**src/hdl/assert_macros.svh**
```systemverilog
// assertion helpers, clocked on clk and disabled while arst_n is low
`ifndef ASSERT_MACROS_SVH
`define ASSERT_MACROS_SVH
`ifndef SYNTH
`define ASSERT_IMPLY(lbl, a, b, msg) \
	lbl: assert property (@(posedge clk) disable iff (!arst_n) (a) |-> (b)) else $error(msg);
`define ASSERT_NEXT(lbl, a, b, msg) \
	lbl: assert property (@(posedge clk) disable iff (!arst_n) (a) |=> (b)) else $error(msg);
`else
`define ASSERT_IMPLY(lbl, a, b, msg)
`define ASSERT_NEXT(lbl, a, b, msg)
`endif
`endif

```
**src/hdl/mkh_pkg.sv**
```systemverilog
`timescale 1ns / 1ps
package mkh_pkg;

	localparam logic [31:0] MIX_MUL     = 32'h5bd1e995;
	localparam int unsigned MIX_SHIFT   = 24;
	localparam int unsigned FIN_SHIFT_A = 13;
	localparam int unsigned FIN_SHIFT_B = 15;
	localparam logic [31:0] SEED_RESET  = 32'd5381;

	localparam int unsigned PADDR_W = 3;
	localparam logic [PADDR_W-1:0] ADDR_SEED = 3'd0;

	typedef logic [1:0] kind_t;
	localparam kind_t KIND_MIX  = 2'd0;
	localparam kind_t KIND_TAIL = 2'd1;
	localparam kind_t KIND_NONE = 2'd2;

	typedef struct packed {
		kind_t       kind;
		logic        first;
		logic        last;
		logic [30:0] klen;
		logic [31:0] data;
	} entry_t;

	typedef struct packed {
		logic valid_s1;
		logic valid_s2;
	} front_stat_t;

endpackage

```
**src/hdl/mkh_front.sv**
```systemverilog
`timescale 1ns / 1ps
module mkh_front (
	input  logic                 clk,
	input  logic                 arst_n,
	input  logic                 push,
	output logic                 full,
	input  logic [31:0]          data_word,
	input  logic [2:0]           byte_count,
	input  logic [30:0]          key_length,
	input  logic                 first_chunk,
	input  logic                 last_chunk,
	output logic                 q_push,
	input  logic                 q_full,
	output mkh_pkg::entry_t      q_entry,
	output mkh_pkg::front_stat_t stat
);
	import mkh_pkg::*;

	logic        en;
	logic        valid_s1;
	logic        valid_s2;
	entry_t      ent_s1;
	entry_t      ent_s2;
	kind_t       kind_in;
	logic [31:0] tail_word;
	logic [31:0] k_mixed;

	assign en     = !(valid_s2 && q_full);
	assign full   = !en;
	assign q_push = valid_s2 && !q_full;

	always_comb begin
		case (byte_count)
			3'd1:    tail_word = {24'd0, data_word[7:0]};
			3'd2:    tail_word = {16'd0, data_word[15:0]};
			3'd3:    tail_word = {8'd0, data_word[23:0]};
			default: tail_word = 32'd0;
		endcase
		if (last_chunk && byte_count < 3'd4) begin
			kind_in = (byte_count == 3'd0) ? KIND_NONE : KIND_TAIL;
		end else begin
			kind_in = KIND_MIX;
		end
	end

	// second half of the k mix: k ^= k >> 24, k *= M
	assign k_mixed = (ent_s1.data ^ (ent_s1.data >> MIX_SHIFT)) * MIX_MUL;

	always_ff @(posedge clk or negedge arst_n) begin
		if (!arst_n) begin
			valid_s1 <= 1'b0;
			valid_s2 <= 1'b0;
		end else if (en) begin
			valid_s1 <= push;
			valid_s2 <= valid_s1;
		end
	end

	always_ff @(posedge clk) begin
		if (en) begin
			ent_s1.kind  <= kind_in;
			ent_s1.first <= first_chunk;
			ent_s1.last  <= last_chunk;
			ent_s1.klen  <= key_length;
			ent_s1.data  <= (kind_in == KIND_MIX) ? data_word * MIX_MUL : tail_word;
			ent_s2.kind  <= ent_s1.kind;
			ent_s2.first <= ent_s1.first;
			ent_s2.last  <= ent_s1.last;
			ent_s2.klen  <= ent_s1.klen;
			ent_s2.data  <= (ent_s1.kind == KIND_MIX) ? k_mixed : ent_s1.data;
		end
	end

	assign q_entry       = ent_s2;
	assign stat.valid_s1 = valid_s1;
	assign stat.valid_s2 = valid_s2;

endmodule

```
**src/hdl/mkh_fifo.sv**
```systemverilog
`timescale 1ns / 1ps
module mkh_fifo #(
	parameter int unsigned DEPTH = 4
) (
	input  logic            clk,
	input  logic            arst_n,
	input  logic            wr_en,
	input  mkh_pkg::entry_t wr_entry,
	output logic            q_full,
	input  logic            rd_en,
	output mkh_pkg::entry_t rd_entry,
	output logic            q_empty
);
	import mkh_pkg::*;

	localparam int unsigned PTR_W = (DEPTH > 1) ? $clog2(DEPTH) : 1;
	localparam int unsigned CNT_W = $clog2(DEPTH + 1);
	localparam logic [PTR_W-1:0] LAST_PTR = PTR_W'(DEPTH - 1);
	localparam logic [CNT_W-1:0] FULL_CNT = CNT_W'(DEPTH);

	entry_t           entries_q [DEPTH];
	logic [PTR_W-1:0] wr_ptr_q;
	logic [PTR_W-1:0] rd_ptr_q;
	logic [CNT_W-1:0] count_q;
	logic             do_wr;
	logic             do_rd;

	assign q_full   = (count_q == FULL_CNT);
	assign q_empty  = (count_q == '0);
	assign do_wr    = wr_en && !q_full;
	assign do_rd    = rd_en && !q_empty;
	assign rd_entry = entries_q[rd_ptr_q];

	always_ff @(posedge clk or negedge arst_n) begin
		if (!arst_n) begin
			wr_ptr_q <= '0;
			rd_ptr_q <= '0;
			count_q  <= '0;
		end else begin
			if (do_wr) begin
				wr_ptr_q <= (wr_ptr_q == LAST_PTR) ? '0 : wr_ptr_q + 1'b1;
			end
			if (do_rd) begin
				rd_ptr_q <= (rd_ptr_q == LAST_PTR) ? '0 : rd_ptr_q + 1'b1;
			end
			if (do_wr && !do_rd) begin
				count_q <= count_q + 1'b1;
			end else if (do_rd && !do_wr) begin
				count_q <= count_q - 1'b1;
			end
		end
	end

	always_ff @(posedge clk) begin
		if (do_wr) begin
			entries_q[wr_ptr_q] <= wr_entry;
		end
	end

endmodule

```
**src/hdl/mkh_back.sv**
```systemverilog
`timescale 1ns / 1ps
module mkh_back (
	input  logic            clk,
	input  logic            arst_n,
	input  logic [31:0]     seed,
	input  logic            q_empty,
	input  mkh_pkg::entry_t q_entry,
	output logic            q_pop,
	output logic            empty,
	input  logic            pop,
	output logic [31:0]     hash_value
);
	import mkh_pkg::*;

	localparam logic [1:0] ST_RUN  = 2'd0;
	localparam logic [1:0] ST_FIN1 = 2'd1;
	localparam logic [1:0] ST_FIN2 = 2'd2;

	logic [1:0]  state_q;
	logic [31:0] h_q;
	logic [31:0] fin_q;
	logic [31:0] out_q;
	logic        out_v_q;
	logic [31:0] h_base;
	logic [31:0] h_next;
	logic        out_take;
	logic        out_load;

	assign q_pop    = (state_q == ST_RUN) && !q_empty;
	assign out_take = pop && out_v_q;
	assign out_load = (state_q == ST_FIN2) && (!out_v_q || out_take);

	always_comb begin
		h_base = q_entry.first ? (seed ^ {1'b0, q_entry.klen}) : h_q;
		case (q_entry.kind)
			KIND_MIX:  h_next = (h_base * MIX_MUL) ^ q_entry.data;
			KIND_TAIL: h_next = (h_base ^ q_entry.data) * MIX_MUL;
			default:   h_next = h_base;
		endcase
	end

	always_ff @(posedge clk or negedge arst_n) begin
		if (!arst_n) begin
			state_q <= ST_RUN;
			h_q     <= '0;
			out_v_q <= 1'b0;
		end else begin
			case (state_q)
				ST_RUN: begin
					if (q_pop) begin
						h_q <= h_next;
						if (q_entry.last) begin
							state_q <= ST_FIN1;
						end
					end
				end
				ST_FIN1: begin
					state_q <= ST_FIN2;
				end
				ST_FIN2: begin
					if (out_load) begin
						state_q <= ST_RUN;
					end
				end
				default: begin
					state_q <= ST_RUN;
				end
			endcase
			if (out_load) begin
				out_v_q <= 1'b1;
			end else if (out_take) begin
				out_v_q <= 1'b0;
			end
		end
	end

	// final mix split around the multiply
	always_ff @(posedge clk) begin
		if (state_q == ST_FIN1) begin
			fin_q <= (h_q ^ (h_q >> FIN_SHIFT_A)) * MIX_MUL;
		end
		if (out_load) begin
			out_q <= fin_q ^ (fin_q >> FIN_SHIFT_B);
		end
	end

	assign empty      = !out_v_q;
	assign hash_value = out_q;

endmodule

```
**src/hdl/murmur2_key_hash_unit.sv**
```systemverilog
`timescale 1ns / 1ps
// 32-bit MurmurHash2 over a key streamed as little-endian 32-bit chunks. The front takes one
// chunk per cycle while not stalled by a full queue and runs the two k-mixing multiplies in a
// two-stage pipeline, then drops the chunk into a QUEUE_DEPTH-entry queue. The back folds one
// queued chunk per cycle into the running hash (one multiply and xor) while in its run state;
// after a last chunk it passes through the FIN1 state for the final mix multiply and the FIN2
// state, which waits for the result register to be free before loading it. The seed register
// sits at address 0 and should only be written while no key is in flight.
module murmur2_key_hash_unit #(
	parameter int unsigned QUEUE_DEPTH = 4
) (
	input  logic                         clk,
	input  logic                         arst_n,
	input  logic                         psel,
	input  logic                         penable,
	input  logic                         pwrite,
	input  logic [mkh_pkg::PADDR_W-1:0]  paddr,
	input  logic [31:0]                  pwdata,
	output logic [31:0]                  prdata,
	output logic                         pready,
	input  logic                         push,
	output logic                         full,
	input  logic [31:0]                  data_word,
	input  logic [2:0]                   byte_count,
	input  logic [30:0]                  key_length,
	input  logic                         first_chunk,
	input  logic                         last_chunk,
	output logic                         empty,
	input  logic                         pop,
	output logic [31:0]                  hash_value
);
	import mkh_pkg::*;

`include "assert_macros.svh"

	logic        [31:0] seed_q;
	logic               q_push;
	logic               q_full;
	logic               q_pop;
	logic               q_empty;
	entry_t             q_wr_entry;
	entry_t             q_rd_entry;
	front_stat_t        front_stat;

	assign pready = 1'b1;
	assign prdata = (paddr == ADDR_SEED) ? seed_q : 32'd0;

	always_ff @(posedge clk or negedge arst_n) begin
		if (!arst_n) begin
			seed_q <= SEED_RESET;
		end else if (psel && penable && pwrite && paddr == ADDR_SEED) begin
			seed_q <= pwdata;
		end
	end

	mkh_front u_front (
		.clk         (clk),
		.arst_n      (arst_n),
		.push        (push),
		.full        (full),
		.data_word   (data_word),
		.byte_count  (byte_count),
		.key_length  (key_length),
		.first_chunk (first_chunk),
		.last_chunk  (last_chunk),
		.q_push      (q_push),
		.q_full      (q_full),
		.q_entry     (q_wr_entry),
		.stat        (front_stat)
	);

	mkh_fifo #(
		.DEPTH (QUEUE_DEPTH)
	) u_fifo (
		.clk      (clk),
		.arst_n   (arst_n),
		.wr_en    (q_push),
		.wr_entry (q_wr_entry),
		.q_full   (q_full),
		.rd_en    (q_pop),
		.rd_entry (q_rd_entry),
		.q_empty  (q_empty)
	);

	mkh_back u_back (
		.clk        (clk),
		.arst_n     (arst_n),
		.seed       (seed_q),
		.q_empty    (q_empty),
		.q_entry    (q_rd_entry),
		.q_pop      (q_pop),
		.empty      (empty),
		.pop        (pop),
		.hash_value (hash_value)
	);

	`ASSERT_IMPLY(a_push_not_full, q_push, !q_full, "queue pushed while full")
	`ASSERT_IMPLY(a_pop_not_empty, q_pop, !q_empty, "queue popped while empty")
	`ASSERT_IMPLY(a_full_has_s2, full, front_stat.valid_s2 && q_full, "front stalled without cause")
	`ASSERT_NEXT(a_stall_holds_s2, full, front_stat.valid_s2, "stalled chunk dropped from front")

endmodule

```
**config.mk**
```make
export PLATFORM = sky130hd
export DESIGN_NAME = murmur2_key_hash_unit
export DESIGN_NICKNAME = d
export VERILOG_FILES = /design/src/hdl/mkh_pkg.sv /design/src/hdl/mkh_front.sv /design/src/hdl/mkh_fifo.sv /design/src/hdl/mkh_back.sv /design/src/hdl/murmur2_key_hash_unit.sv
export VERILOG_INCLUDE_DIRS = /design/src /design/src/hdl
export SDC_FILE = /design/constraint.sdc
export NUM_CORES = 2
export LEC_CHECK = 0
export BUFFER_PORTS_ARGS = -buffer_cell sky130_fd_sc_hd__buf_2
export CORE_MARGIN = 4
export CORE_UTILIZATION = 45
export CTS_BUF_LIST = sky130_fd_sc_hd__clkbuf_8
export CTS_CLUSTER_SIZE = 14
export DETAILED_ROUTE_END_ITERATION = 12
export SYNTH_ARGS = -nofsm -noshare
export SYNTH_HDL_FRONTEND = slang
export SYNTH_SLANG_ARGS = --single-unit
```
**constraint.sdc**
```tcl
create_clock -name clk -period 8.5 [get_ports clk]
set_clock_uncertainty 0.2 [all_clocks]
set_input_delay 1.275 -clock clk [delete_from_list [all_inputs] [get_ports clk]]
set_output_delay 1.275 -clock clk [all_outputs]
set_load 0.02 [all_outputs]
```
==> summary.md <==
| Metric | Value |
|---|---|
| Run status | finished, final reports clean |
| Row cnt | 139 |
| Synth Cell Area | 65270 µm² |
| Largest net degree at the start of global routing | 81 |
| Total grt overflow | 0 |
| Die area | 151200 µm² |
| P&R area growth vs syn | 12.15% |
| CP max stage cell | fa_1 |
| Clock tree buffer depth | 3 |
| CP max FO | 10 |
| Mux cell area share after synthesis | 3.077% |
| Clk_lat worst skew | 0.73 ns |
| TritonCTS clock tree | yes |
| Kind of cell adding the most delay to the critical path | adder cells |
| Worst path buffer plus inverter count | 7 |
| CTS root buf | clkbuf_8 |
| Clock slew at reported path FFs | 0.07 ns |
| RSZ-0062 raised after global routing | yes |
| WS Path Type | flop to flop |
| Vias in the first global route | 45.25k |
| Adder and majority gate portion of the synthesized area | 47.27% |
| Post-synthesis cell count | 5824 |
| Max_cap viols | 0 |
| Final Max Tran Viols | 0 |
| Starting Density | 45.38% |
| Share of layout cells above drive strength 1 | 13.32% |
| H-tree Lvls | 3 |
| Sequential cell area fraction in the yosys report | 24.36% |
| Worst Path Arrival | 8.66 ns |
| Core area | 143800 µm² |
| DR vias/cell | 5.075 |
| Final period util | 97.46% |
| Die Y | 388.9 µm |
| Cell mode on critical path | fa_1 |
| Routability cong. | 0.9691 |
| Vias | 42.39k |
| Most common cell after layout, fill and taps aside | inv_1 |
| First-pass GRT wire length | 277800 µm |
| Total Wirelength | 182300 µm |
| Min Tclk post-route | 8.284 ns |
| Min-Delay Path Class | input port to asynchronous set/reset pin |
| Fin Hold WS | 0.2201 ns |
| Tot GR Track Use | 24.48% |
| Cts hold-fix bufs | 0 |
| Drt drc | 0 |
| Compound-Gate Fraction of Synth Area | 4.848% |
| Setup crit start kind | flop |
| 1st-iter DRT viols | 2626 |
| Mapped Nets | 7867 |
| Xor/xnor cell area share of the yosys netlist | 6.577% |
| Slowest stage delay, CP | 0.59 ns |
| Post-Synth Simple-Gate Area | 3.761% |
| I/O Pins | 177 |
| CP required | 8.88 ns |
| Synth unique cells | 80 |
| Initial antenna violation count | 7 |
| Clock sink total | 542 |
| YS warnings | 0 |
| Post-synth EDFFs | 466 |
| Avg Synthesized Cell Area | 11.21 µm² |
| Final HPWL DP | 152900 µm |
| Least-Margin Pin Slew | 1.072 ns |
| Primary FF master, synth | edfxtp_1 |
| Pre-antenna DRT Iters | 6 |
| Final WS setup | 0.2158 ns |
| CTS Buf Count | 85 |
| Post-DRT Antenna Nets | 0 |
| Setup crit end kind | flop |
| Fraction of registers with async set/reset | 14.02% |
| Post-layout net count | 8428 |
| Final setup viols | 0 |
| Max_slew headroom | 28.54% |
| #FFs+latches synth | 542 |
| Commonest non-fill, non-tap cells in the layout | 1691 x inv_1, 1052 x ha_1, 879 x fa_1 |
| Place WS | -0.1312 ns |
| Fmax | 0.1207 GHz |
| Routed len/inst | 21.83 µm |
| Die Wd | 388.9 µm |
| # port buffers | 175 |
| Final Hold Fails | 0 |
| Largest family of logic cells by synthesized area | adder cells |
Yosys cell counts, drive strengths merged, types with 12 or more instances:
library cell | instances | share of area (%)
a211oi | 21 | 0.24
a21o | 48 | 0.55
a21oi | 116 | 0.91
a31oi | 20 | 0.19
and2 | 65 | 0.62
and3 | 13 | 0.12
buf | 29 | 0.29
clkbuf | 42 | 0.24
dfrtp | 71 | 2.7
edfxtp | 466 | 21
fa | 880 | 27
ha | 1053 | 20
inv | 1664 | 9.6
mux2 | 36 | 0.62
mux4 | 65 | 2.2
nand2 | 164 | 0.94
nand2b | 20 | 0.19
nand3 | 29 | 0.22
nor2 | 128 | 0.74
nor2b | 20 | 0.19
nor3 | 28 | 0.21
o211ai | 12 | 0.14
o21a | 29 | 0.33
o21ai | 150 | 1.2
o21bai | 13 | 0.15
or2 | 18 | 0.17
xnor2 | 328 | 4.4
xor2 | 151 | 2.0
final timing paths:
check,depth (start not counted),slack [ns],to,startpoint
hold / removal,1,0.22,u_front.valid_s1,arst_n
setup reg to reg,27,0.22,u_back.h_q[31],u_fifo.rd_ptr_q[0]
setup / recovery,27,0.22,u_back.h_q[31],u_fifo.rd_ptr_q[0]
hold reg to reg,0,0.22,u_front.q_entry[37],u_front.ent_s1[37]
min in group clk,0,0.22,u_front.q_entry[37],u_front.ent_s1[37]
max in group asynchronous,2,6.72,seed_q[17],arst_n
stage by stage:
step                      instance area, µm²  std cells  setup TNS, ns  util, %
after floorplan                        65350       5824              0        -
after global placement                 71010       8177      -0.005498    49.37
after detailed placement               71010       8177        -0.2783    49.37
after CTS                              72700       8328              0    50.55
after global routing                   73200       8353       -0.08809    50.89
final                                  73200       8353              0    50.89
kinds of logic (layout without fill, tap and decap cells):
kind of cell             count (synthesis)  after routing
XOR/XNOR                               483            483
buffers and inverters                 1735           2359
multiplexers                           110            110
flip-flops                             542            542
AO/OA/AOI/OAI                          497            497
other                                    1              3
adder cells (fa/ha/maj)               1939           1939
AND/OR/NAND/NOR                        517            517
registers in the layout, summed over array words and instances, names as in the netlist, 3 cells and up:
signal	cells
u_back.hash_value	32
u_back.h_q	32
u_front.q_entry	67
u_back.fin_q	32
seed_q	32
u_front.ent_s1	67
u_fifo.entries_q	268
u_fifo.count_q	3
layer usage:
metal | vias to the layer above | routed length (µm) | part of all wire, % | track usage, %
met5 | - | 0 | 0 | 0
met4 | 0 | 5222 | 2.9 | 6.259
met3 | 231 | 10470 | 5.7 | 3.184
met2 | 1123 | 84970 | 47 | 40.03
met1 | 21460 | 81670 | 45 | 34.70
li1 | 19580 | - | - | -
what timing repair did:
item / in CTS / in global routing
pin swaps: 2 / 6
setup endpoints to repair: 3 / 17
setup buffers: 1 / 23
resized for setup: 5 / 56
cell type report:
class	instances	area, µm²
fillers	12990	70630
multi-input cells	3547	43180
flip-flops and latches	542	15910
inverters	1664	6250
repair buffers	545	3817
well taps	1903	2381
clock buffers	85	1170
clock inverters	65	489.2
diodes	2	5.005
worst reg2reg max path: cells and delay by family (launching register included):
kind	cells	cell delay, ns
and+or+nand+nor	3	0.59
muxes	2	0.86
adders and majority gates	9	3.86
DFF	1	0.47
AOI/OAI and AO/OA	3	0.88
xor gates and xnor gates	3	0.56
buffers and inverters	7	0.76
Power is left out: the tool's default activity adds up to more than one toggle a clock period on the data nets, which glitch-free logic cannot reach.
